--- config.mk ---
export PLATFORM = sky130hd
export DESIGN_NAME = np5_div
export DESIGN_NICKNAME = d
export VERILOG_FILES = /design/src/hdl/newton_poly5_root_macros.svh /design/src/hdl/np5_pkg.sv /design/src/hdl/np5_div.sv
export SDC_FILE = /design/constraint.sdc
export NUM_CORES = 1
export LEC_CHECK = 0
export ABC_AREA = 1
export BUFFER_PORTS_ARGS = -buffer_cell sky130_fd_sc_hd__buf_2
export CAP_MARGIN = 20
export CORE_UTILIZATION = 25
export CTS_CLUSTER_SIZE = 14
export DETAILED_ROUTE_END_ITERATION = 8
export PLACE_DENSITY_LB_ADDON = 0.05
export SYNTH_ARGS = -nofsm -noshare
export SYNTH_HDL_FRONTEND = slang
export SYNTH_SLANG_ARGS = --single-unit
--- constraint.sdc ---
create_clock -name clk -period 5 [get_ports clk]
set_input_delay 0.5 -clock clk [delete_from_list [all_inputs] [get_ports clk]]
set_output_delay 0.5 -clock clk [all_outputs]
set_load 0.02 [all_outputs]
--- src/hdl/newton_poly5_root_macros.svh ---
// Assertion macros shared by the Newton root finder RTL.
// Depends on nothing; users must have clk and rst_n in scope.
`ifndef NEWTON_POLY5_ROOT_MACROS_SVH
`define NEWTON_POLY5_ROOT_MACROS_SVH

// Same-cycle implication, disabled during reset
`define NP5_ASSERT_NOW(lbl, ante, cons, msg) \
    lbl: assert property (@(posedge clk) disable iff (!rst_n) (ante) |-> (cons)) \
        else $error(msg);

// Next-cycle implication, disabled during reset
`define NP5_ASSERT_NEXT(lbl, ante, cons, msg) \
    lbl: assert property (@(posedge clk) disable iff (!rst_n) (ante) |=> (cons)) \
        else $error(msg);

`endif

--- src/hdl/np5_pkg.sv ---
// Package for the Newton root finder: widths, codes, handshake structs, saturation.
// Used by np5_mul, np5_div and newton_poly5_root.
package np5_pkg;

    localparam int W         = 48;          // Q16.32 word
    localparam int FRAC      = 32;
    localparam int QINT      = W - 1 - FRAC; // integer bits of a quotient magnitude
    localparam int NCOEF     = 6;
    localparam int TOL_W     = 32;
    localparam int STEPS_W   = 10;
    localparam int MAX_ITER  = 1000;
    localparam int ITER_W    = $clog2(MAX_ITER + 1);
    localparam int DIGIT_W   = 16;
    localparam int N_DIGITS  = W / DIGIT_W;
    localparam int IDX_W     = $clog2(NCOEF);
    localparam int CFG_IDX_W = 3;
    localparam int XW        = W + 3;       // wide enough for 5 * a and sums

    typedef logic signed [W-1:0] q_t;

    localparam q_t QMAX = {1'b0, {(W-1){1'b1}}};
    localparam q_t QMIN = {1'b1, {(W-1){1'b0}}};

    localparam logic [CFG_IDX_W-1:0] REG_TOL = CFG_IDX_W'(NCOEF);

    typedef enum logic [1:0] {
        STATUS_CONVERGED  = 2'd0,
        STATUS_FAILED     = 2'd1,
        STATUS_INCOMPLETE = 2'd2
    } status_t;

    typedef enum logic [3:0] {
        ST_IDLE,
        ST_ITER,
        ST_FMUL,
        ST_FWAIT,
        ST_DMUL,
        ST_DWAIT,
        ST_CHECK,
        ST_DIV,
        ST_DIVWAIT,
        ST_DONE
    } st_t;

    typedef struct packed {
        logic start;
        q_t   a;
        q_t   b;
    } mul_req_t;

    typedef struct packed {
        logic done;
        q_t   prod;
        logic ov;
    } mul_rsp_t;

    typedef struct packed {
        logic start;
        q_t   num;
        q_t   den;
    } div_req_t;

    typedef struct packed {
        logic           done;
        q_t             quo;
        logic [W-2:0]   qmag;
        logic           ov;
    } div_rsp_t;

    typedef struct packed {
        q_t   val;
        logic ov;
    } sat_t;

    function automatic logic signed [XW-1:0] ext(input q_t v);
        ext = {{(XW-W){v[W-1]}}, v};
    endfunction

    // clamp to [-2^47, 2^47-1]; overflow when the top bits disagree
    function automatic sat_t sat_wide(input logic signed [XW-1:0] v);
        sat_t s;
        s.ov  = (v[XW-1:W-1] != {(XW-W+1){1'b0}}) && (v[XW-1:W-1] != {(XW-W+1){1'b1}});
        s.val = s.ov ? (v[XW-1] ? QMIN : QMAX) : v[W-1:0];
        return s;
    endfunction

endpackage

--- src/hdl/np5_div.sv ---
// Restoring Q16.32 divider, one quotient bit per cycle, flags quotients of 2^47 or more.
// Depends on np5_pkg.
module np5_div
(
    input  logic              clk,
    input  logic              rst_n,
    input  np5_pkg::div_req_t req,
    output np5_pkg::div_rsp_t rsp
);
    import np5_pkg::*;

    localparam int CNT_W = $clog2(W);

    logic [W-1:0]     un_reg, ud_reg, rem_reg;
    logic [W-2:0]     nb_reg, q_reg;
    logic             neg_reg;
    logic [CNT_W-1:0] cnt_reg;
    logic             chk_reg, busy_reg, done_reg, ov_reg;
    q_t               quo_reg;

    logic [W:0]       t;
    logic             ge;
    logic             too_big;

    always_comb
    begin
        t       = {rem_reg, nb_reg[W-2]};
        ge      = t >= {1'b0, ud_reg};
        too_big = {{QINT{1'b0}}, un_reg} >= {ud_reg, {QINT{1'b0}}};
    end

    always_ff @(posedge clk or negedge rst_n)
    begin
        if (!rst_n)
        begin
            chk_reg  <= 1'b0;
            busy_reg <= 1'b0;
            done_reg <= 1'b0;
            cnt_reg  <= '0;
        end
        else if (req.start)
        begin
            chk_reg  <= 1'b1;
            done_reg <= 1'b0;
        end
        else if (chk_reg)
        begin
            chk_reg  <= 1'b0;
            busy_reg <= !too_big;
            done_reg <= too_big;
            cnt_reg  <= CNT_W'(W - 1);
        end
        else if (busy_reg)
        begin
            if (cnt_reg == '0)
            begin
                busy_reg <= 1'b0;
                done_reg <= 1'b1;
            end
            else
            begin
                cnt_reg <= cnt_reg - 1'b1;
            end
        end
        else
        begin
            done_reg <= 1'b0;
        end
    end

    always_ff @(posedge clk)
    begin
        if (req.start)
        begin
            un_reg  <= req.num[W-1] ? W'(-req.num) : W'(req.num);
            ud_reg  <= req.den[W-1] ? W'(-req.den) : W'(req.den);
            neg_reg <= req.num[W-1] ^ req.den[W-1];
        end
        else if (chk_reg)
        begin
            ov_reg  <= too_big;
            rem_reg <= un_reg >> QINT;
            nb_reg  <= {un_reg[QINT-1:0], {FRAC{1'b0}}};
            q_reg   <= '0;
            quo_reg <= '0;
        end
        else if (busy_reg)
        begin
            if (cnt_reg == '0)
            begin
                quo_reg <= neg_reg ? -q_t'({1'b0, q_reg}) : q_t'({1'b0, q_reg});
            end
            else
            begin
                rem_reg <= ge ? W'(t - {1'b0, ud_reg}) : W'(t);
                q_reg   <= {q_reg[W-3:0], ge};
                nb_reg  <= {nb_reg[W-3:0], 1'b0};
            end
        end
    end

    assign rsp.done = done_reg;
    assign rsp.quo  = quo_reg;
    assign rsp.qmag = q_reg;
    assign rsp.ov   = ov_reg;

endmodule

# ---- After elaboration in Yosys (flattened, before gate mapping)
# Cells that the tools add are included.
# Widths: inputs -> output; s select.
dict set report op_classes {
  add_sub_neg 5
  order_cmp 2
  n_eq_ne 2
  muxes 25
  bitwise_logic 2
  n_reduce_logical 7
}
# cell n
set op_table {}
lappend op_table {{$mux 47} 7}
lappend op_table {{$mux 48} 6}
lappend op_table {{$neg 48->48} 2}
lappend op_table {{$ge 48x63->1} 1}
lappend op_table {{$ge 49x48->1} 1}
lappend op_table {{$neg 47->48} 1}
lappend op_table {{$sub 48x48->48} 1}
lappend op_table {{$mux 33} 1}
lappend op_table {{$mux 6} 3}
lappend op_table {{$mux 1} 8}
lappend op_table {{$logic_not 6->1} 1}
lappend op_table {{$reduce_and 3->1} 2}
lappend op_table {{$sub 6x1->6 const B} 1}
lappend op_table {{$ne 4x3->1 const B} 1}
lappend op_table {{$reduce_bool 2->1} 2}
lappend op_table {{$ne 2x2->1 const B} 1}
lappend op_table {{$reduce_and 2->1} 1}
lappend op_table {{$logic_not 1->1} 1}
lappend op_table {{$not 1->1} 1}
lappend op_table {{$xor 1x1->1} 1}
dict set report word_totals {
  regBits 297
  input_bits 99
  out_inout_bits 97
  elab_cells 59
}

# ---- Longest topological paths before layout
dict set report logic_depth {
  depth_word 5
  mapped_depth 18
  ltp_nobuf 17
}

# ---- Worst setup path before layout
# Ideal clock, no wire load.
dict set report synth_path {
  path_kind {register -> register}
  from {register cnt_reg[0]}
  to {register quo_reg[0] (enable)}
  setup_ns 0.526
  t_arrival_ns 4.323
  required_ns 4.474
  slack_ns 0.151
  path_stages_with_launch 5
  path_buffers 0
  synth_period_minus_slack_ns 4.849
  path_cell_list {dfrtp_1 inv_1 ha_1 nand4_1 o31ai_1}
}
dict set report synth_between {
  elab_chain_cells 3
}
# item line
set synth_rtl {}
lappend synth_rtl {{start, declared} np5_div.sv:17} ;# logic [CNT_W-1:0] cnt_reg;
lappend synth_rtl {{start signal, assigned} np5_div.sv:51} ;# cnt_reg <= CNT_W'(W - 1);
lappend synth_rtl {{start signal, assigned} np5_div.sv:62} ;# cnt_reg <= cnt_reg - 1'b1;
lappend synth_rtl {{$logic_not 6->1} np5_div.sv:89} ;# if (cnt_reg == '0)
lappend synth_rtl {{$reduce_bool 2->1 (no line)} n/a}
lappend synth_rtl {{$reduce_and 3->1 (no line)} n/a}
lappend synth_rtl {{end signal, assigned} np5_div.sv:91} ;# quo_reg <= neg_reg ? -q_t'({1'b0, q_reg}) : q_t'({1'b0, q_reg});
lappend synth_rtl {{end, declared} np5_div.sv:19} ;# q_t quo_reg;
# Every way passes these cells.
# A chain may end at the register's enable or synchronous reset.

# ---- Final worst setup path
dict set report layout_path {
  from {register rem_reg[3]}
  to {register rem_reg[1], data pin}
}
dict set report layout_between {
  elab_chain_cells 5
}
# item line
set layout_rtl {}
lappend layout_rtl {{start, declared} np5_div.sv:14} ;# logic [W-1:0] un_reg, ud_reg, rem_reg;
lappend layout_rtl {{start signal, assigned} np5_div.sv:82} ;# rem_reg <= un_reg >> QINT;
lappend layout_rtl {{start signal, assigned} np5_div.sv:95} ;# rem_reg <= ge ? W'(t - {1'b0, ud_reg}) : W'(t);
lappend layout_rtl {{$ge 49x48->1} np5_div.sv:28} ;# ge = t >= {1'b0, ud_reg};
lappend layout_rtl {{$mux 48} np5_div.sv:95}
lappend layout_rtl {{$mux 48} np5_div.sv:89}
lappend layout_rtl {{$mux 48} np5_div.sv:87} ;# else if (busy_reg)
lappend layout_rtl {{$mux 33} np5_div.sv:79} ;# else if (chk_reg)
# Every way passes these cells. The select of a mux whose other input is x is not followed.

==> results.ini <==
[critical_path]
end_kind = register
critPathArrivalTime_ns = 3.51
path_class = register to register
startpoint = rem_reg[3]$_DFFE_PP_
cpMaxStageDelayCell = nand2_2
cpMostUsedCell = nand2_1
worstPathRequired_ns = 5.32
max_stage_delay_ns = 0.51
start_kind = register
crit_fanout = 25
worstPathCellList = ha_1, nand2_1, nor2_1, nand3_1, nor2_1, nand2_1, nand3_1, nor2_4, nand2_2, buf_12, nand2_1, nand3_1, nand2_1
rr_startpoint = rem_reg[3]$_DFFE_PP_

[clock_network]
numCtsBuffers = 37
clkLatencyLatePin_ns = 0.58
cts_tree = built
path_clk_slew_ns = 0.06
clk_path_buf_depth = 3
cts_sinks = 265
ctsRootBufferMaster = clkbuf_16
htreeDepth = 2

[final_layout]
n_antenna_cell = 0
area_delta_synth_final_pct = 16.0
drive_gt1_frac = 0.112
nFillCells = 8873
finalNetCount = 3186

[power_and_ir_drop]
combPwrFrac = 0.359
p_per_area_nw_per_um2 = 366
p_seq_frac = 0.349
p_leak_nw = 11.1
peakVddDrop_v = 0.000198
p_switching_mw = 3.38
clkPwrFrac = 0.293
p_int_mw = 5.12
netSwitchingFraction = 0.397

[timing]
rsz0062_at_grt = false
hold_viol = 0
period_share = 0.639
tightest_slew_ns = 0.979
finalSetupTns_ns = 0
slew-limit-headroom = 0.347
final-max-slew-violation-count = 0
whs_ns = 0.155
max_freq_mhz = 313
layout_min_cycle_time_ns = 3.20
setup_viol = 0
finClkSkew_ns = 0.0350

[yosys]
synthFlopType = edfxtp_1
synth_edf_count = 256
synth_top_family_by_area = simple AND/OR/NAND/NOR gates
yosysUniqueCellTypes = 45
syn_avg_cell_area_um2 = 7.13
syn_area_um2 = 20000
ys_seq_elements = 265
muxShareOfSynthArea = 0
yosysSeqAreaShare = 0.395
yosys.area.top_type = edfxtp_1
yosysWarnings = 0
async_flop_share = 0.0340
synth_top_cell_area_share = 0.384
syn_inst = 2811
syn_nets = 2997
synth_xor_area_frac = 0.0468
synth_compound_area_frac = 0.0550
synth_simple_gate_area_share = 0.340
synth_fa_ha_area_frac = 0.0547
synth.area.top_cells = edfxtp_1, nand2_1, inv_1

[global_route]
antenna_found_initial = 1
grt_pass1_wl_mm = 114
grt_overflow = 0
grt_pass1_vias = 18239
grt_max_degree = 70
track_usage = 0.187

[placed_design]
gp_congestion = 0.909
dp_hpwl_mm = 61.3
portBuffers = 195

[route]
num_vias = 18234
drt_pass1_iterations = 7
ant_nets = 0
wirelength_mm = 76.4
viasPerCell = 4.47
remaining_drc_errors = 0
dr.first_iter.drc_count = 1220
wl_per_cell_um = 18.7

[worst_hold_path]
worstHoldStart = req[48]
hp-class = input pin to register

[floorplan]
fp-row-count = 103
dieArea_um2 = 81300
die_w_um = 285
die_h_um = 285
num_io_pins = 196
coreArea_um2 = 79100
initial_core_util = 0.253

[flow_run]
drv_cap = 0

[status]
status = complete, no violations

[layer usage]
metal	wire, um	share of wire	GRT usage
met1	36100	0.47	0.254
met2	35300	0.46	0.310
met3	3190	0.042	0.0238
met4	1780	0.023	0.0488
met5	12	0.00016	0
[repair_timing]
action	CTS	global route
hold buffers	1	0
hold endpoints to repair	9	0
setup buffers	0	0
gates resized for setup	0	0
endpoints found under the setup margin	0	0
[kinds of logic (layout without fill, tap and decap cells)]
kind of cell / count (synthesis) / in the layout
AND/OR/NAND/NOR: 1603 / 1603
XOR/XNOR: 107 / 107
AO/OA/AOI/OAI: 206 / 206
buffers and inverters: 543 / 760
adder cells (fa/ha/maj): 87 / 87
flip-flops: 265 / 265
[per-stage QoR]
| stage | cells | util | total power, mW | area, um2 | setup slack, ns |
|---|---|---|---|---|---|
| finish | 4078 | 0.294 | 8.50 | 23200 | 1.80 |
| global route | 4078 | 0.294 | 9.07 | 23200 | 1.51 |
| CTS | 4078 | 0.294 | 8.63 | 23200 | 1.78 |
| detailed placement | 4010 | 0.280 | 6.07 | 22100 | 1.80 |
| global placement | 4010 | 0.280 | 6.10 | 22100 | 1.77 |
| floorplan | 2811 | - | 5.04 | 20000 | 0.151 |
[power groups by stage]
stage / sequential (mW) / combinational (mW) / clock, mW
after floorplan: 3.02 / 2.03 / 0
after global placement: 3.01 / 3.08 / 0
after detailed placement: 3.01 / 3.06 / 0
after CTS: 2.97 / 3.08 / 2.58
after global routing: 3.00 / 3.44 / 2.63
final: 2.96 / 3.05 / 2.49
[synth_stat cells (10+ instances only)]
cell	instances
a21oi_1	99
buf_2	10
clkbuf_1	32
edfxtp_1	256
ha_1	86
inv_1	467
inv_2	14
nand2_1	846
nand2_2	36
nand3_1	181
nand3b_1	27
nand4_1	54
nor2_1	360
nor3_1	52
o21ai_0	71
xnor2_1	37
xor2_1	70
[worst paths after layout]
check	endpoint	slack, ns	depth (start not counted)
max	rem_reg[1]$_DFFE_PP_	1.80	13
min	un_reg[0]$_DFFE_PP_	0.16	1
max reg2reg	rem_reg[1]$_DFFE_PP_	1.80	13
min reg2reg	done_reg$_DFFE_PN0P_	0.48	2
max in group asynchronous	chk_reg$_DFF_PN0_	4.44	2
min in group asynchronous	done_reg$_DFFE_PN0P_	0.35	2
[placed cells by master, fill, tap and decap left out, types with 7 or more instances in the layout]
cell and n:
a31oi_1 8, inv_2 14, nand2_2 36, ha_1 86
buf_2 194, nor2_2 8, dfrtp_1 8, clkinv_1 19
nand3_1 181, inv_1 466, xor2_1 70, o31ai_1 7
clkinv_2 7, nor4_1 9, clkbuf_16 37, nor2_1 360
edfxtp_1 256, nor3_1 52, o21ai_0 71, nand4_1 54
nand2_1 845, nand3b_1 27, a21oi_1 99, buf_4 13
xnor2_1 37
[cell type report]
class | instances | area (um2) | share of cell area
clock buffer | 39 | 933 | 0.0402
clock inverter | 28 | 174 | 0.00748
inverter | 483 | 1810 | 0.0781
multi-input combinational | 2003 | 9970 | 0.429
sequential | 265 | 7920 | 0.341
tap | 1050 | 1310 | 0.0565
timing repair buffer | 210 | 1120 | 0.0481
[worst max-delay path, delay by kind of cell, from the launching register on]
kind	cells	cell delay, ns
buf+inv	1	0.29
flops	1	0.38
simple gates	11	1.82
fa+ha+maj	1	0.39
No activity file was read; power rests on OpenSTA's default activity.
