--- src/hdl/newton_poly5_root_macros.svh ---
// Assertion macros shared by the Newton root finder RTL.
// Depends on nothing; users must have clk and rst_n in scope.
`ifndef NEWTON_POLY5_ROOT_MACROS_SVH
`define NEWTON_POLY5_ROOT_MACROS_SVH

// Same-cycle implication, disabled during reset
`define NP5_ASSERT_NOW(lbl, ante, cons, msg) \
    lbl: assert property (@(posedge clk) disable iff (!rst_n) (ante) |-> (cons)) \
        else $error(msg);

// Next-cycle implication, disabled during reset
`define NP5_ASSERT_NEXT(lbl, ante, cons, msg) \
    lbl: assert property (@(posedge clk) disable iff (!rst_n) (ante) |=> (cons)) \
        else $error(msg);

`endif

--- src/hdl/np5_pkg.sv ---
// Package for the Newton root finder: widths, codes, handshake structs, saturation.
// Used by np5_mul, np5_div and newton_poly5_root.
package np5_pkg;

    localparam int W         = 48;          // Q16.32 word
    localparam int FRAC      = 32;
    localparam int QINT      = W - 1 - FRAC; // integer bits of a quotient magnitude
    localparam int NCOEF     = 6;
    localparam int TOL_W     = 32;
    localparam int STEPS_W   = 10;
    localparam int MAX_ITER  = 1000;
    localparam int ITER_W    = $clog2(MAX_ITER + 1);
    localparam int DIGIT_W   = 16;
    localparam int N_DIGITS  = W / DIGIT_W;
    localparam int IDX_W     = $clog2(NCOEF);
    localparam int CFG_IDX_W = 3;
    localparam int XW        = W + 3;       // wide enough for 5 * a and sums

    typedef logic signed [W-1:0] q_t;

    localparam q_t QMAX = {1'b0, {(W-1){1'b1}}};
    localparam q_t QMIN = {1'b1, {(W-1){1'b0}}};

    localparam logic [CFG_IDX_W-1:0] REG_TOL = CFG_IDX_W'(NCOEF);

    typedef enum logic [1:0] {
        STATUS_CONVERGED  = 2'd0,
        STATUS_FAILED     = 2'd1,
        STATUS_INCOMPLETE = 2'd2
    } status_t;

    typedef enum logic [3:0] {
        ST_IDLE,
        ST_ITER,
        ST_FMUL,
        ST_FWAIT,
        ST_DMUL,
        ST_DWAIT,
        ST_CHECK,
        ST_DIV,
        ST_DIVWAIT,
        ST_DONE
    } st_t;

    typedef struct packed {
        logic start;
        q_t   a;
        q_t   b;
    } mul_req_t;

    typedef struct packed {
        logic done;
        q_t   prod;
        logic ov;
    } mul_rsp_t;

    typedef struct packed {
        logic start;
        q_t   num;
        q_t   den;
    } div_req_t;

    typedef struct packed {
        logic           done;
        q_t             quo;
        logic [W-2:0]   qmag;
        logic           ov;
    } div_rsp_t;

    typedef struct packed {
        q_t   val;
        logic ov;
    } sat_t;

    function automatic logic signed [XW-1:0] ext(input q_t v);
        ext = {{(XW-W){v[W-1]}}, v};
    endfunction

    // clamp to [-2^47, 2^47-1]; overflow when the top bits disagree
    function automatic sat_t sat_wide(input logic signed [XW-1:0] v);
        sat_t s;
        s.ov  = (v[XW-1:W-1] != {(XW-W+1){1'b0}}) && (v[XW-1:W-1] != {(XW-W+1){1'b1}});
        s.val = s.ov ? (v[XW-1] ? QMIN : QMAX) : v[W-1:0];
        return s;
    endfunction

endpackage

--- src/hdl/np5_mul.sv ---
// Sequential Q16.32 multiplier, one 48x16 partial product per cycle, saturating.
// Depends on np5_pkg.
module np5_mul
(
    input  logic              clk,
    input  logic              rst_n,
    input  np5_pkg::mul_req_t req,
    output np5_pkg::mul_rsp_t rsp
);
    import np5_pkg::*;

    localparam int CNT_W = $clog2(N_DIGITS + 1);
    localparam int RW    = 2 * W - FRAC;
    localparam logic [RW-1:0] R_NEG_MAX = {{(RW-W){1'b0}}, 1'b1, {(W-1){1'b0}}};
    localparam logic [RW-1:0] R_POS_MAX = {{(RW-W+1){1'b0}}, {(W-1){1'b1}}};

    logic [W-1:0]         ua_reg, ub_reg;
    logic                 neg_reg;
    logic [2*W-1:0]       acc_reg;
    logic [CNT_W-1:0]     cnt_reg;
    logic                 busy_reg, done_reg;
    q_t                   prod_reg, prod_next;
    logic                 ov_reg, ov_next;

    logic [W-1:0]         ua_in, ub_in;
    logic [W+DIGIT_W-1:0] pp;
    logic [2*W-1:0]       acc_sum;
    logic [RW-1:0]        r;

    always_comb
    begin
        ua_in   = req.a[W-1] ? W'(-req.a) : W'(req.a);
        ub_in   = req.b[W-1] ? W'(-req.b) : W'(req.b);
        pp      = ua_reg * ub_reg[W-1 -: DIGIT_W];
        acc_sum = {acc_reg[2*W-DIGIT_W-1:0], {DIGIT_W{1'b0}}} + (2*W)'(pp);
        r       = acc_reg[2*W-1:FRAC];
        ov_next = 1'b0;
        if (neg_reg)
        begin
            if (r > R_NEG_MAX)
            begin
                ov_next   = 1'b1;
                prod_next = QMIN;
            end
            else
            begin
                prod_next = -q_t'(r[W-1:0]);
            end
        end
        else if (r > R_POS_MAX)
        begin
            ov_next   = 1'b1;
            prod_next = QMAX;
        end
        else
        begin
            prod_next = q_t'(r[W-1:0]);
        end
    end

    always_ff @(posedge clk or negedge rst_n)
    begin
        if (!rst_n)
        begin
            busy_reg <= 1'b0;
            done_reg <= 1'b0;
            cnt_reg  <= '0;
        end
        else if (req.start)
        begin
            busy_reg <= 1'b1;
            done_reg <= 1'b0;
            cnt_reg  <= '0;
        end
        else if (busy_reg)
        begin
            if (cnt_reg == CNT_W'(N_DIGITS))
            begin
                busy_reg <= 1'b0;
                done_reg <= 1'b1;
            end
            else
            begin
                cnt_reg <= cnt_reg + 1'b1;
            end
        end
        else
        begin
            done_reg <= 1'b0;
        end
    end

    always_ff @(posedge clk)
    begin
        if (req.start)
        begin
            ua_reg  <= ua_in;
            ub_reg  <= ub_in;
            neg_reg <= req.a[W-1] ^ req.b[W-1];
            acc_reg <= '0;
        end
        else if (busy_reg)
        begin
            if (cnt_reg == CNT_W'(N_DIGITS))
            begin
                prod_reg <= prod_next;
                ov_reg   <= ov_next;
            end
            else
            begin
                acc_reg <= acc_sum;
                ub_reg  <= {ub_reg[W-DIGIT_W-1:0], {DIGIT_W{1'b0}}};
            end
        end
    end

    assign rsp.done = done_reg;
    assign rsp.prod = prod_reg;
    assign rsp.ov   = ov_reg;

endmodule

--- config.mk ---
export PLATFORM = sky130hd
export DESIGN_NAME = np5_mul
export DESIGN_NICKNAME = d
export VERILOG_FILES = /design/src/hdl/newton_poly5_root_macros.svh /design/src/hdl/np5_pkg.sv /design/src/hdl/np5_mul.sv
export SDC_FILE = /design/constraint.sdc
export NUM_CORES = 2
export LEC_CHECK = 0
export ABC_AREA = 1
export BUFFER_PORTS_ARGS = -buffer_cell sky130_fd_sc_hd__buf_2
export CAP_MARGIN = 20
export CORE_MARGIN = 3
export CORE_UTILIZATION = 49
export DETAILED_ROUTE_END_ITERATION = 10
export PLACE_DENSITY_LB_ADDON = 0.08
export RECOVER_POWER = 50
export SLEW_MARGIN = 30
export SYNTH_ARGS = -nofsm -noshare
export SYNTH_HDL_FRONTEND = slang
export SYNTH_SLANG_ARGS = --single-unit
--- constraint.sdc ---
create_clock -name clk -period 15.8 [get_ports clk]
set_clock_uncertainty 0.15 [all_clocks]
set_input_delay 0.79 -clock clk [delete_from_list [all_inputs] [get_ports clk]]
set_output_delay 0.79 -clock clk [all_outputs]
set_load 0.01 [all_outputs]
* Word level (Yosys, flattened, before mapping)
Cells that the tools add are included.
** Storage, ports and cells
- Register bits after elaboration :: 246
- Input bits :: 99
- Output and inout port bits :: 50
- Logic and storage cells :: 48
** Cells by class
- $add $sub $neg :: 5
- Multiply operators :: 1
- $lt $le $gt $ge :: 2
- Equal/unequal tests :: 3
- Mux-type cells :: 20
- Bitwise logic cells :: 3
- Reductions and logical operators :: 4
** Operator list (number)
- $mux W48 :: 7
- $neg A48 Y48 :: 3
- $add A96 B64 Y96 :: 1
- $gt A64 B47 Y1 const B :: 1
- $gt A64 B48 Y1 const B :: 1
- $mul A48 B16 Y64 :: 1
- $mux W47 :: 1
- $mux W1 :: 9
- $mux W2 :: 3
- $reduce_and A2 Y1 :: 2
- $ne A3 B2 Y1 const B :: 1
- $reduce_and A3 Y1 :: 1
- $add A2 B1 Y2 const B :: 1
- $eq A2 B2 Y1 const B :: 1
- $ne A2 B2 Y1 const B :: 1
- $not A1 Y1 :: 2
- $reduce_bool A2 Y1 :: 1
- $xor A1 B1 Y1 :: 1

* Longest topological paths before layout
- Depth after elaboration :: 4
- Depth in mapped cells :: 32
- Gate-level depth less buffers :: 30

* Worst setup path before layout
OpenSTA, ideal clock, no wires.
- Kind :: reg-to-reg
- Start point :: reg ub_reg[38]
- End point :: reg acc_reg[81]
- Arrival :: 5.668 ns
- Required time :: 15.536 ns
- Setup slack :: 9.868 ns
- Stages on the path, launching flop included :: 29
- Path buffers :: 2
- Path through :: edfxtp_1 clkbuf_1 clkbuf_1 nand2_1 fa_1 inv_1 fa_1 inv_1 fa_1 inv_1 fa_1 fa_1 inv_1 fa_1 inv_1 ha_1 nand2_1 nor2_1 inv_1 nor2_1 nand2_1 nor2_1 nand2_1 nand3_1 nand2_1 nand2_1 nand2_1 nand3_1 nand2_1
** Between the ends
- Cells in the longest elaborated chain, start to end :: 2
** Ends and longest elaborated chain
- start: declaration :: line np5_mul.sv:17 : logic [W-1:0] ua_reg, ub_reg;
- start signal: assignment :: line np5_mul.sv:98 : ub_reg <= ub_in;
- start signal: assignment :: line np5_mul.sv:112 : ub_reg <= {ub_reg[W-DIGIT_W-1:0], {DIGIT_W{1'b0}}};
- $mul A48 B16 Y64 :: line np5_mul.sv:34 : pp = ua_reg * ub_reg[W-1 -: DIGIT_W];
- $add A96 B64 Y96 :: line np5_mul.sv:35 : acc_sum = {acc_reg[2*W-DIGIT_W-1:0], {DIGIT_W{1'b0}}} + (2*W)'(pp);
- end signal: assignment :: line np5_mul.sv:111 : acc_reg <= acc_sum;
- end: declaration :: line np5_mul.sv:19 : logic [2*W-1:0] acc_reg;
No other way between the ends.
A chain may end at the register's enable or synchronous reset.

* Worst setup path after layout
- Start point :: reg ua_reg[18]
- End point :: reg acc_reg[48]
** Between the ends
- Cells in the longest elaborated chain, start to end :: 2
** Ends and longest elaborated chain
- start: declaration :: line np5_mul.sv:17
- start signal: assignment :: line np5_mul.sv:97 : ua_reg <= ua_in;
- $mul A48 B16 Y64 :: line np5_mul.sv:34
- $add A96 B64 Y96 :: line np5_mul.sv:35
No other way between the ends.

==> results.md <==
Run status:
- The run finished, with violations left.
- The checks that failed: capacitance limit, slew limit.

Route:
- For this run, design rule violations remaining after detail routing come to 0.
- The count of routing violations after the opening detailed-route iteration is between 3k and 4k.
- The detail route stage leaves a number of antenna-violating nets equal to 0.
- The routed length per placed instance is ~20 µm.
- In the routed layout, each cell is associated on average with a via count of between 5 and 6.
- The final route contains 37.4k vias.
- Wires add up to approximately 140000 µm.
- For this run, the detailed router's first-pass iteration total came to 8.

Clocking:
- The count of instances resized after the clock tree is built is 0.
- In this run the number of H-tree levels came out at 2.
- Clock-pin slew was measured on the worst setup and hold paths at 0.06 ns.
- The clock tree from TritonCTS is yes.
- The buffer type at the clock tree root is sky130_fd_sc_hd__clkbuf_16.
- The longest clock path from root to sink contains 3 buffers.
- The clock latency on the worst-skew pair is roughly 0.59 ns.
- The total CTS buffers is 35.
- The number of sinks driven by the clock tree is roughly 250.

STA:
- The final number of hold-violating endpoints was 0.
- Setup repair after global routing left no endpoint under its margin.
- Setup violations remaining at the end of the flow were counted as 0.
- For the pin with the worst max-slew slack, the measured transition is around 3.3 ns.
- The maximum clock frequency is approximately 140 MHz.
- The clock period minus final worst setup slack is between 7 and 8 ns.
- The share of the cycle needed by the critical path after routing is between 40% and 50%.
- Measured against its own limit, the worst slew margin works out to -119%.
- The max-slew violation count is 248.
- The sum of negative setup slack is 0 ns.

Setup path:
- Traced cell by cell, the critical path runs through nand2_1 -> fa_1 -> inv_1 -> fa_1 -> fa_1 -> fa_1 -> fa_1 -> inv_1 -> fa_1 -> inv_1 -> ha_1 -> nand2_1 -> nor2_1 -> inv_1 -> nor2_1 -> nand2_1 -> nor2_1 -> nand2_1 -> nand3_1 -> a21oi_1 -> o21ai_0 -> o21ai_0.
- Together, buffers and inverters on the worst path number 4.
- The maximum single-stage delay on the critical path is between 0.8 and 0.9 ns.
- The maximum fanout encountered on the critical timing path is 16.
- The worst setup path is launched from a register.
- Among cell families on the critical path, the largest total delay comes from adder cells.
- The data required time at the worst endpoint is approximately 16 ns.
- For the worst setup path, the data arrival time is 7.42 ns.
- The worst register-to-register path begins at ua_reg[18].
- The critical path start-end classification is reg2reg.
- The source of the critical timing path is ua_reg[18].
- The worst-path cell with the longest stage delay is sky130_fd_sc_hd__edfxtp_1.
- STA classifies the critical path endpoint as a register.
- Counting stages on the worst path, the most repeated cell is sky130_fd_sc_hd__fa_1.

Final layout:
- The fraction of layout instances using a drive strength above 1 is just over 4%.
- 0 antenna diodes ended up in the layout.
- The number of flip-flops under the largest register name is 96.
- The core utilization of the finished layout is between 50% and 60%.
- For this run, the post-layout net count is about 7.0k.
- Relative to the synthesized area, the layout overhead comes to 5.92%.

Global routing:
- The initial antenna violation count is 0.
- The first global-routing pass estimated ~230000 µm of wire.
- The number of global-route vias before repair was approximately 37k.
- The remaining global-route overflow is 0.
- Global routing used 32.5% of the available tracks across all layers.
- The pin count of the biggest net entering global routing is 58.

Die:
- Once the floorplan was initialized, standard cells occupied between 40% and 50% of the core.
- The die is 303 µm wide.
- The core region is between 80000 and 90000 µm².
- The die height is 303 µm.
- The die covers about 92000 µm².
- Pin placement for this block handled around 150 I/O pins.
- Row generation in the floorplan step produced roughly 110 rows.

Hold path:
- The path type of the worst min-delay path is reg2reg.
- The startpoint identified for the worst hold timing path is acc_reg[86].

Yosys:
- The post-synthesis instance area is roughly 43000 µm².
- The number of nets handed over by synthesis was around 7.1k.
- The number of synthesized flops with an enable pin is 146.
- The cell count after synthesis is roughly 6k.
- The synthesized design contains 246 register bits.
- After synthesis, the mean cell area works out to around 7.0 µm².
- The netlist uses 53 different library cells.
- The fraction of synthesis flops using an asynchronous set or reset pin is around 1.6%.
- The prevailing post-synth register cell is sky130_fd_sc_hd__edfxtp_1.
- Of the synthesized area, sequential elements account for 14.9%.
- The yosys synthesis warning count is 0.

Place:
- The placed wire-length estimate is between 100000 and 150000 µm.
- At the end of routability-driven placement, the weighted congestion stood at 1.04.
- The count of buffers from port buffering is approximately 150.

Flow run:
- The count of maximum capacitance violations is 6.
through the flow:
step / instances / worst slack, ns / hold slack [ns] / instance area, µm²
3_5_place_dp: 7204 / 8.78 / 0.290 / 44500
2_1_floorplan: 6124 / 9.87 / 0.277 / 43100
6_report: 7269 / 8.67 / 0.301 / 45600
5_1_grt: 7269 / 8.40 / 0.323 / 45600
4_1_cts: 7269 / 8.72 / 0.303 / 45700
3_3_place_gp: 7203 / 8.81 / 0.288 / 44500
cell usage after synthesis (23+ instances only):
library cell,n,area [µm²]
sky130_fd_sc_hd__o21ai_0,156,781
sky130_fd_sc_hd__a21oi_1,99,495
sky130_fd_sc_hd__nor2_1,389,1460
sky130_fd_sc_hd__o21ai_1,23,115
sky130_fd_sc_hd__clkbuf_1,215,807
sky130_fd_sc_hd__nand4_1,54,338
sky130_fd_sc_hd__nand3_1,203,1020
sky130_fd_sc_hd__fa_1,690,13800
sky130_fd_sc_hd__inv_1,1597,5990
sky130_fd_sc_hd__nand2_1,1916,7190
sky130_fd_sc_hd__nor3_1,65,325
sky130_fd_sc_hd__xor2_1,90,788
sky130_fd_sc_hd__edfxtp_1,146,4380
sky130_fd_sc_hd__ha_1,156,1950
sky130_fd_sc_hd__dfxtp_1,96,1920
worst paths after layout:
path	endpoint	depth (start not counted)	slack (ns)
worst max-delay path	acc_reg[48]	22	8.67
worst min-delay path	acc_reg[86]	2	0.30
worst max register to register	acc_reg[48]	22	8.67
worst min register to register	acc_reg[86]	2	0.30
max in group asynchronous	cnt_reg[1]	2	14.87
min in group asynchronous	cnt_reg[0]	2	0.44
final cells by class:
class	count	area (µm²)
Fill cell	8913	41400
Clock buffer	42	923
Timing Repair Buffer	177	888
Tap cell	1155	1450
Inverter	1615	6060
Clock inverter	22	289
Multi-Input combinational cell	4012	29600
Sequential cell	246	6410
cells by family (layout without fill, tap and decap cells):
logic type / after synthesis / after routing / synth area share (%)
DFF: 246 / 246 / 14.9
adders and majority gates: 846 / 846 / 36.6
buffers and inverters: 1866 / 1856 / 16.4
xor gates and xnor gates: 100 / 100 / 2.03
AOI/OAI and AO/OA: 336 / 336 / 4.30
and+or+nand+nor: 2730 / 2730 / 25.8
worst reg2reg max path, cell delays in order (launching register included):
cell                       delay, ns
sky130_fd_sc_hd__edfxtp_1       0.89
sky130_fd_sc_hd__nand2_1        0.20
sky130_fd_sc_hd__fa_1           0.57
sky130_fd_sc_hd__inv_1          0.06
sky130_fd_sc_hd__fa_1           0.53
sky130_fd_sc_hd__fa_1           0.47
sky130_fd_sc_hd__fa_1           0.56
sky130_fd_sc_hd__fa_1           0.56
sky130_fd_sc_hd__inv_1          0.07
sky130_fd_sc_hd__fa_1           0.55
sky130_fd_sc_hd__inv_1          0.05
sky130_fd_sc_hd__ha_1           0.39
sky130_fd_sc_hd__nand2_1        0.13
sky130_fd_sc_hd__nor2_1         0.25
sky130_fd_sc_hd__inv_1          0.07
sky130_fd_sc_hd__nor2_1         0.32
sky130_fd_sc_hd__nand2_1        0.19
sky130_fd_sc_hd__nor2_1         0.13
sky130_fd_sc_hd__nand2_1        0.06
sky130_fd_sc_hd__nand3_1        0.27
sky130_fd_sc_hd__a21oi_1        0.10
sky130_fd_sc_hd__o21ai_0        0.25
sky130_fd_sc_hd__o21ai_0        0.16
what timing repair did:
action	CTS	global route
hold buffers	1	0
hold endpoints to repair	4	0
setup buffers	0	0
layout by cell type (no fill, tap or decap), types with 54 or more instances in the layout:
cell type                  Yosys  final
sky130_fd_sc_hd__nand2_1    1916   1916
sky130_fd_sc_hd__edfxtp_1    146    146
sky130_fd_sc_hd__nand4_1      54     54
sky130_fd_sc_hd__clkbuf_1    215     64
sky130_fd_sc_hd__nor3_1       65     65
sky130_fd_sc_hd__nor2_1      389    387
sky130_fd_sc_hd__buf_2        18     95
sky130_fd_sc_hd__inv_1      1597   1595
sky130_fd_sc_hd__o21ai_0     156    160
sky130_fd_sc_hd__a21oi_1      99     99
sky130_fd_sc_hd__fa_1        690    690
sky130_fd_sc_hd__ha_1        156    156
sky130_fd_sc_hd__nand3_1     203    203
sky130_fd_sc_hd__dfxtp_1      96     96
sky130_fd_sc_hd__xor2_1       90     90
routing by layer:
layer  part of all wire, %  routed length (µm)  track usage [%]
met5                     0                   0                0
met4                   3.4                4920             9.52
met3                   7.2               10400             4.86
met2                    45               64500             50.5
met1                    45               64500             47.4
Power is not shown: default switching activity piles up to over one toggle a cycle in this logic, so the estimate is an artifact.
